### src/rtl/tcw_pkg.sv
// shared constants, codes and item types for the text console writer
`default_nettype none
package tcw_pkg;

	localparam int unsigned COLS_DEFAULT = 80;
	localparam int unsigned ROWS_DEFAULT = 25;

	localparam int unsigned MODE_W = 2;
	localparam int unsigned BYTE_W = 8;
	localparam int unsigned ROW_W  = 5;
	localparam int unsigned COL_W  = 7;
	localparam int unsigned CELL_W = 16;

	localparam logic [BYTE_W-1:0] NEWLINE_CODE = 8'd10;
	localparam logic [BYTE_W-1:0] ATTR_RESET   = 8'd15;

	typedef enum logic [MODE_W-1:0] {
		MODE_PRINT  = 2'd0,
		MODE_CLEAR  = 2'd1,
		MODE_READ   = 2'd2,
		MODE_UNUSED = 2'd3
	} mode_t;

	typedef struct packed {
		logic [MODE_W-1:0] mode;
		logic [BYTE_W-1:0] char_code;
		logic [BYTE_W-1:0] attr_in;
		logic [ROW_W-1:0]  cell_row;
		logic [COL_W-1:0]  cell_col;
	} in_item_t;

	typedef struct packed {
		logic [COL_W-1:0]  cursor_col;
		logic [ROW_W-1:0]  cursor_row;
		logic              scrolled;
		logic [BYTE_W-1:0] cell_char;
		logic [BYTE_W-1:0] cell_attr;
	} out_item_t;

endpackage
`default_nettype wire

### src/rtl/tcw_ctrl.sv
// cursor state, command sequencer and cell store sweeps (clear, scroll, reset fill)
`default_nettype none
module tcw_ctrl #(
	parameter int unsigned COLS = tcw_pkg::COLS_DEFAULT,
	parameter int unsigned ROWS = tcw_pkg::ROWS_DEFAULT,
	parameter int unsigned AW   = $clog2(COLS * ROWS)
) (
	input  wire logic                        clk,
	input  wire logic                        arst_n,
	input  wire logic                        cmd_valid,
	output logic                             cmd_ready,
	input  wire tcw_pkg::in_item_t           cmd_item,
	input  wire logic [tcw_pkg::BYTE_W-1:0]  default_attr,
	output logic                             res_valid,
	output tcw_pkg::out_item_t               res_item,
	input  wire logic                        res_take,
	output logic                             ram_we,
	output logic [AW-1:0]                    ram_waddr,
	output logic [tcw_pkg::CELL_W-1:0]       ram_wdata,
	output logic                             ram_re,
	output logic [AW-1:0]                    ram_raddr,
	input  wire logic [tcw_pkg::CELL_W-1:0]  ram_rdata
);

	localparam int unsigned N  = COLS * ROWS;
	localparam int unsigned CW = $clog2(COLS);
	localparam int unsigned RW = $clog2(ROWS);

	typedef enum logic [2:0] {
		ST_IDLE,
		ST_SWEEP,
		ST_DRAIN,
		ST_RDWAIT,
		ST_FINISH
	} state_t;

	state_t              state_q;
	logic [CW-1:0]       cur_x_q;
	logic [RW-1:0]       cur_y_q;
	logic [AW-1:0]       cnt_q;
	logic                copy_q;
	logic                init_q;
	tcw_pkg::out_item_t  res_q;

	logic                wv_s1;
	logic                wcopy_s1;
	logic [AW-1:0]       wa_s1;

	logic                accept;
	logic                is_nl;
	logic                last_col;
	logic                last_row;
	logic                adv_row;
	logic                do_scroll;
	logic [CW-1:0]       nx_x;
	logic [RW-1:0]       nx_y;
	logic [tcw_pkg::BYTE_W-1:0] attr_eff;
	logic [AW-1:0]       cur_addr;
	logic [AW-1:0]       rd_addr;
	logic                rd_in_range;
	logic                sweep_rd;
	tcw_pkg::out_item_t  res_nx;

	assign cmd_ready = (state_q == ST_IDLE);
	assign accept    = cmd_valid && cmd_ready;
	assign res_valid = (state_q == ST_FINISH);
	assign res_item  = res_q;

	assign is_nl     = (cmd_item.char_code == tcw_pkg::NEWLINE_CODE);
	assign last_col  = (cur_x_q == CW'(COLS - 1));
	assign last_row  = (cur_y_q == RW'(ROWS - 1));
	assign adv_row   = is_nl || last_col;
	assign do_scroll = adv_row && last_row;
	assign nx_x      = adv_row ? '0 : cur_x_q + CW'(1);
	assign nx_y      = (adv_row && !last_row) ? cur_y_q + RW'(1) : cur_y_q;
	assign attr_eff  = (cmd_item.attr_in == '0) ? default_attr : cmd_item.attr_in;
	assign cur_addr  = AW'(int'(cur_y_q) * COLS + int'(cur_x_q));
	assign rd_addr   = AW'(int'(cmd_item.cell_row) * COLS + int'(cmd_item.cell_col));
	assign rd_in_range = (int'(cmd_item.cell_row) < ROWS) && (int'(cmd_item.cell_col) < COLS);
	assign sweep_rd  = (state_q == ST_SWEEP) && copy_q && (cnt_q < AW'(N - COLS));

	// result of the command being taken
	always_comb begin
		res_nx            = '0;
		res_nx.cursor_col = tcw_pkg::COL_W'(cur_x_q);
		res_nx.cursor_row = tcw_pkg::ROW_W'(cur_y_q);
		if (cmd_item.mode == tcw_pkg::MODE_PRINT) begin
			res_nx.cursor_col = tcw_pkg::COL_W'(nx_x);
			res_nx.cursor_row = tcw_pkg::ROW_W'(nx_y);
			res_nx.scrolled   = do_scroll;
		end
	end

	// memory port steering
	always_comb begin
		ram_we    = 1'b0;
		ram_waddr = wa_s1;
		ram_wdata = wcopy_s1 ? ram_rdata : '0;
		ram_re    = 1'b0;
		ram_raddr = AW'(int'(cnt_q) + COLS);
		if (wv_s1) begin
			ram_we = 1'b1;
		end else if (accept && cmd_item.mode == tcw_pkg::MODE_PRINT && !is_nl) begin
			ram_we    = 1'b1;
			ram_waddr = cur_addr;
			ram_wdata = {attr_eff, cmd_item.char_code};
		end
		if (sweep_rd) begin
			ram_re = 1'b1;
		end else if (accept && cmd_item.mode == tcw_pkg::MODE_READ && rd_in_range) begin
			ram_re    = 1'b1;
			ram_raddr = rd_addr;
		end
	end

	// sweep write stage
	always_ff @(posedge clk or negedge arst_n) begin
		if (!arst_n) begin
			wv_s1    <= 1'b0;
			wcopy_s1 <= 1'b0;
			wa_s1    <= '0;
		end else begin
			wv_s1    <= (state_q == ST_SWEEP);
			wcopy_s1 <= sweep_rd;
			wa_s1    <= cnt_q;
		end
	end

	always_ff @(posedge clk or negedge arst_n) begin
		if (!arst_n) begin
			state_q <= ST_SWEEP;
			cur_x_q <= '0;
			cur_y_q <= '0;
			cnt_q   <= '0;
			copy_q  <= 1'b0;
			init_q  <= 1'b1;
			res_q   <= '0;
		end else begin
			case (state_q)
				ST_IDLE: begin
					if (accept) begin
						res_q <= res_nx;
						cnt_q <= '0;
						case (cmd_item.mode)
							tcw_pkg::MODE_PRINT: begin
								cur_x_q <= nx_x;
								cur_y_q <= nx_y;
								copy_q <= 1'b1;
								state_q <= do_scroll ? ST_SWEEP : ST_FINISH;
							end
							tcw_pkg::MODE_CLEAR: begin
								copy_q  <= 1'b0;
								state_q <= ST_SWEEP;
							end
							tcw_pkg::MODE_READ: begin
								state_q <= rd_in_range ? ST_RDWAIT : ST_FINISH;
							end
							default: begin
								state_q <= ST_FINISH;
							end
						endcase
					end
				end
				ST_SWEEP: begin
					if (cnt_q == AW'(N - 1)) begin
						state_q <= ST_DRAIN;
					end else begin
						cnt_q <= cnt_q + AW'(1);
					end
				end
				ST_DRAIN: begin
					init_q  <= 1'b0;
					state_q <= init_q ? ST_IDLE : ST_FINISH;
				end
				ST_RDWAIT: begin
					{res_q.cell_attr, res_q.cell_char} <= ram_rdata;
					state_q <= ST_FINISH;
				end
				ST_FINISH: begin
					if (res_take) begin
						state_q <= ST_IDLE;
					end
				end
				default: begin
					state_q <= ST_IDLE;
				end
			endcase
		end
	end

endmodule
`default_nettype wire

### config.mk
export PLATFORM = sky130hd
export DESIGN_NAME = tcw_ctrl
export DESIGN_NICKNAME = d
export VERILOG_FILES = /design/src/rtl/tcw_pkg.sv /design/src/rtl/tcw_ctrl.sv
export SDC_FILE = /design/constraint.sdc
export NUM_CORES = 1
export LEC_CHECK = 0
export ABC_CLOCK_PERIOD_IN_PS = 4900
export BUFFER_PORTS_ARGS = -buffer_cell sky130_fd_sc_hd__buf_2
export CAP_MARGIN = 40
export CORE_ASPECT_RATIO = 0.9
export CORE_MARGIN = 5
export CORE_UTILIZATION = 34
export CTS_CLUSTER_DIAMETER = 150
export DETAILED_ROUTE_END_ITERATION = 8
export SLEW_MARGIN = 15
export SYNTH_ARGS = -nofsm -noshare
export SYNTH_HDL_FRONTEND = slang
export SYNTH_SLANG_ARGS = --single-unit
### constraint.sdc
create_clock -name clk -period 4.9 [get_ports clk]
set_clock_uncertainty 0.15 [all_clocks]
set_input_delay 0.98 -clock clk [delete_from_list [all_inputs] [get_ports clk]]
set_output_delay 0.98 -clock clk [all_outputs]
set_load 0.05 [all_outputs]
# [Word level (Yosys, flattened, before mapping)]
# Index checks and enable logic that the tools add are counted.
[totals] mem_bits_ro=0 reg_bits=70 n_memories=0 input_bits=58 mem_bits_rw=0 latchBits=0 word_cells=93
[op_classes] n_mul=2 n_eq_ne=14 bitwise=0 shifts=0 mux=29 magnitude_cmp=3 div=0 add_sub_neg=6 reduce_logical=25
[ops] operator="$mux W11" count=6
[ops] operator="$mux W16" count=4
[ops] operator="$pmux W16 S2" count=1
[ops] operator="$add A11 B7 Y11" count=2
[ops] operator="$pmux W11 S2" count=1
[ops] operator="$mux W3" count=6
[ops] operator="$pmux W3 S5" count=1
[ops] operator="$mul A5 B3 Y7 const B" count=2
[ops] operator="$mux W13" count=1
[ops] operator="$reduce_and A3 Y1" count=4
[ops] operator="$add A11 B1 Y11 const B" count=1
[ops] operator="$add A11 B7 Y11 const B" count=1
[ops] operator="$eq A11 B11 Y1 const B" count=1
[ops] operator="$lt A11 B11 Y1 const B" count=1
[ops] operator="$logic_and A1 B1 Y1" count=10
[ops] operator="$pmux W3 S3" count=1
[ops] operator="$eq A8 B4 Y1 const B" count=1
[ops] operator="$logic_not A8 Y1" count=1
[ops] operator="$mux W8" count=1
[ops] operator="$add A7 B1 Y7 const B" count=1
[ops] operator="$eq A7 B7 Y1 const B" count=1
[ops] operator="$lt A7 B7 Y1 const B" count=1
[ops] operator="$mux W7" count=1
[ops] operator="$eq A3 B2 Y1 const B" count=2
[ops] operator="other kinds (18)" count=27

# [Depth between registers and ports, before layout]
[depth] depth_word=7 mapped_depth=8

# [Worst setup path after synthesis]
# No wires, ideal clock.
[synth_timing] path_kind="input to output" startpoint="input port cmd_item[8] in the netlist's numbering" endpoint="output port ram_raddr[10]" t_required_ns=3.770 path_buffers=0 stages=8 arrival_ns=3.563 setup_slack_ns=0.207 path_cell_list="ha_1 -> ha_1 -> fa_1 -> xor2_1 -> o2111ai_1 -> xor2_1 -> xnor2_1 -> o21ai_0"
[synth_between] elab_chain_len=5 word_cells_on_any_way=7 cone_classes="1 x add/sub; 1 x mul; 1 x order compare; 2 x mux; 2 x reduce/logical"
[synth_lines] element="start: declaration" line_no="tcw_ctrl.sv:12" source="input wire tcw_pkg::in_item_t cmd_item,"
[synth_lines] element="parallel branches: the longest is 3 deep, another holds $add A11 B7 Y11"
[synth_lines] element="$mux W11 (*)" line_no="tcw_ctrl.sv:110" source="end else if (accept && cmd_item.mode == tcw_pkg::MODE_READ && rd_in_range) begin"
[synth_lines] element="$mux W11 (*)" line_no="tcw_ctrl.sv:108" source="if (sweep_rd) begin"
[synth_lines] element="end: declaration" line_no="tcw_ctrl.sv:21" source="output logic [AW-1:0] ram_raddr,"
# Every way passes the cells marked *.

# [Worst setup path after layout]
# Same ends and word-level chain as after synthesis.

==> impl_metrics.ini <==
[setup_path]
crit_chain = buf_2 -> ha_1 -> ha_1 -> fa_1 -> xor2_1 -> o2111ai_1 -> xor2_1 -> xnor2_1 -> o21ai_0 -> buf_2
crit_start = cmd_item[8]
slowest_stage = fa_1
cp-endpoint = ram_raddr[10]
rr_worst_depth = 6
reg2reg_slack_ns = 2.35
cp_max_fo = 4
start_kind = input port
crit_arrival_ns = 3.18
cp-end-kind = primary output
r2r_end = cur_y_q[3]
slowest_delay_ns = 0.38
reg2reg_from = cur_x_q[0]
critPathRequiredTime_ns = 3.77
setup.worst_path.class = in2out

[pwr]
p_leak_uw = 0.00284
power.density_mw_per_mm2 = 471
peakVddDrop_uv = 176

[sta]
fmax_ghz = 0.232
period_minus_slack_ns = 4.31
final-max-slew-violation-count = 0
rsz0062_at_grt = false
worst_slew_pin_slew_ns = 0.735
fin_tns_setup_ns = 0
finalCritPeriodShare = 0.879
hold_viol = 0
finalSetupViolCount = 0
relSlewSlack = 0.509

[synth]
yosysUniqueCellTypes = 60
async_reset_ff_frac = 1.00
syn_nets = 571
syn-mean-instance-area_sq_um = 8.88
synth_area_sq_mm = 0.00431
ys_warn_count = 0
ys_seq_area_frac = 0.407
synth-main-ff-cell = dfrtp_1
synth-seq-cells = 70
synth_cells = 485
synth_edf_count = 0

[floorplanning]
io_pins = 129
initial_core_util = 0.344
fp-row-count = 39
dieArea_sq_mm = 0.0150
dieWidth_um = 129
die_y_um = 117
fp.coreArea_sq_mm = 0.0125

[global_route]
antenna_found_initial = 0
grt_max_degree = 35
grt_pass1_wl_um = 20300
grt_pass1_vias = 3928
grt-ovfl-total = 0
track_usage = 0.172

[clock_network]
ctsHoldBuffers = 0
clkTransAtPathRegs_ns = 0.05
clock_path_buffers = 2
cts_tree = yes
numCtsBuffers = 9
cts_setup_buffers = 0
root_buffer = clkbuf_16
clock-sinks = 70
clk_latency_ns = 0.34
postCtsResizedCells = 0
cts_htree_levels = 3

[routing]
num_vias = 3998
first_pass_iters = 4
drcViolationCount = 0
vias_per_cell = 5.12
wl_per_cell_um = 16.6
drt_iter0_drc = 272
routed_wl_um = 13000
drtAntennaViolNets = 0

[place]
hpwl_um = 10000
io_buffers = 128
place_congestion = 0.944

[cells_and_area]
diodes = 0
final_nets = 698
multi_input_area_sq_mm = 0.00239
final-seq-area_sq_mm = 0.00175
num-fill-cells = 1244
drive_above_1_share = 0.280
fin_util = 0.436
syn2layout_area_growth_pct = 26.8

[outcome]
status = finished, final reports clean

[flow_run]
cap_violations = 0

[worst_hold_path]
hp-class = reg2reg
flip-flops by register name, indices dropped and copies added (netlist names):
register  count
res_item     29
cnt_q        11
wa_s1        11
cur_x_q       7
cur_y_q       5
state_q       3
copy_q        1
init_q        1
wcopy_s1      1
wv_s1         1
routing by layer:
metal,wire length (um),track usage,vias to the layer above
li1,-,-,1952
met1,5780,0.228,1874
met3,1100,0.0413,21
met4,336,0.0840,0
met5,0,0,-
met2,5740,0.265,151
cell type report:
cell class              count  area share
clock buffers              12      0.0470
clock inverters             4     0.00825
inverters                  15      0.0103
multi-input cells         376       0.438
flip-flops and latches     70       0.321
well taps                 164      0.0376
repair buffers            140       0.138
synthesized netlist by cell type (2+ instances only):
cell / count / area, sq um
o2111ai_1: 2 / 17.5
ha_1: 24 / 300
nor3_1: 3 / 15.0
a221o_1: 5 / 50.1
mux2_2: 4 / 45.0
buf_1: 2 / 7.51
nor2_1: 22 / 82.6
buf_4: 2 / 15.0
o21ai_1: 5 / 25.0
dfrtp_1: 68 / 1700
inv_1: 15 / 56.3
nor4_1: 2 / 12.5
or4_1: 2 / 15.0
o211ai_1: 2 / 15.0
fa_1: 4 / 80.1
a21oi_1: 24 / 120
and3_1: 4 / 25.0
or3_1: 5 / 31.3
nand2b_1: 5 / 31.3
a21o_1: 7 / 52.6
nand2_1: 104 / 390
dfstp_2: 2 / 52.6
a211oi_2: 3 / 37.5
nor3b_1: 2 / 15.0
nand3_1: 43 / 215
o21ai_0: 32 / 160
and2_1: 2 / 12.5
o22ai_1: 2 / 12.5
clkbuf_1: 13 / 48.8
o41ai_1: 2 / 17.5
o31ai_1: 2 / 15.0
xor2_1: 16 / 140
buf_2: 7 / 35.0
nor2b_1: 4 / 25.0
nand4_1: 2 / 12.5
or2_1: 2 / 12.5
xnor2_1: 17 / 149
stage by stage:
step | instance area (sq um) | instances | hold slack, ns | setup WS [ns] | total power (uW)
after floorplan | 4310 | 485 | 0.199 | 0.207 | 1600
after global placement | 5110 | 761 | 0.290 | 0.697 | 1890
after detailed placement | 5150 | 764 | 0.301 | 0.620 | 1920
after CTS | 5460 | 780 | 0.309 | 0.604 | 2590
after global routing | 5460 | 781 | 0.310 | 0.387 | 2710
final | 5460 | 781 | 0.309 | 0.592 | 2570
placed cells by master (no fill, tap or decap), types with 3 or more instances in the layout:
master     count
nand3_1       43
a221o_1        5
a211oi_2       3
buf_4          9
nor2_1        22
inv_1         15
mux2_2         4
a21o_1         7
and3_1         4
dfrtp_1       68
clkinv_2       3
fa_1           4
nand2b_1       5
xnor2_1       17
nor2b_1        4
o21ai_1        5
xor2_1        16
a21oi_1       24
clkbuf_16      9
or3_1          5
nand2_1      104
o21ai_0       32
buf_2        128
nor3_1         3
ha_1          24
cells by family after synthesis:
group,after synthesis,share of synthesized area
AOI/OAI and AO/OA,96,0.149
xor gates and xnor gates,33,0.0671
adders and majority gates,28,0.0883
buffers and inverters,39,0.0378
DFF,70,0.407
muxes,5,0.0128
and+or+nand+nor,214,0.238
power by group:
part | internal, uW | switching, uW | total (uW)
Combinational | 293 | 798 | 1090
Sequential | 698 | 123 | 822
Clock | 419 | 243 | 663
Total | 1410 | 1170 | 2570
worst max-delay path: cells and delay by family:
kind,cells,cell delay [ns]
buffers and inverters,2,0.42
adders and majority gates,3,0.90
AOI/OAI and AO/OA,2,0.33
xor gates and xnor gates,3,0.56
how the worst min path moves through the flow:
stage,from,end,cells after the start
floorplan,cnt_q[6],wa_s1[6],0
global placement,init_q,init_q,2
detailed placement,init_q,init_q,2
CTS,arst_n,res_item[28],1
global route,arst_n,res_item[22],1
finish,init_q,init_q,2
Power figures use the tool's default switching activity.
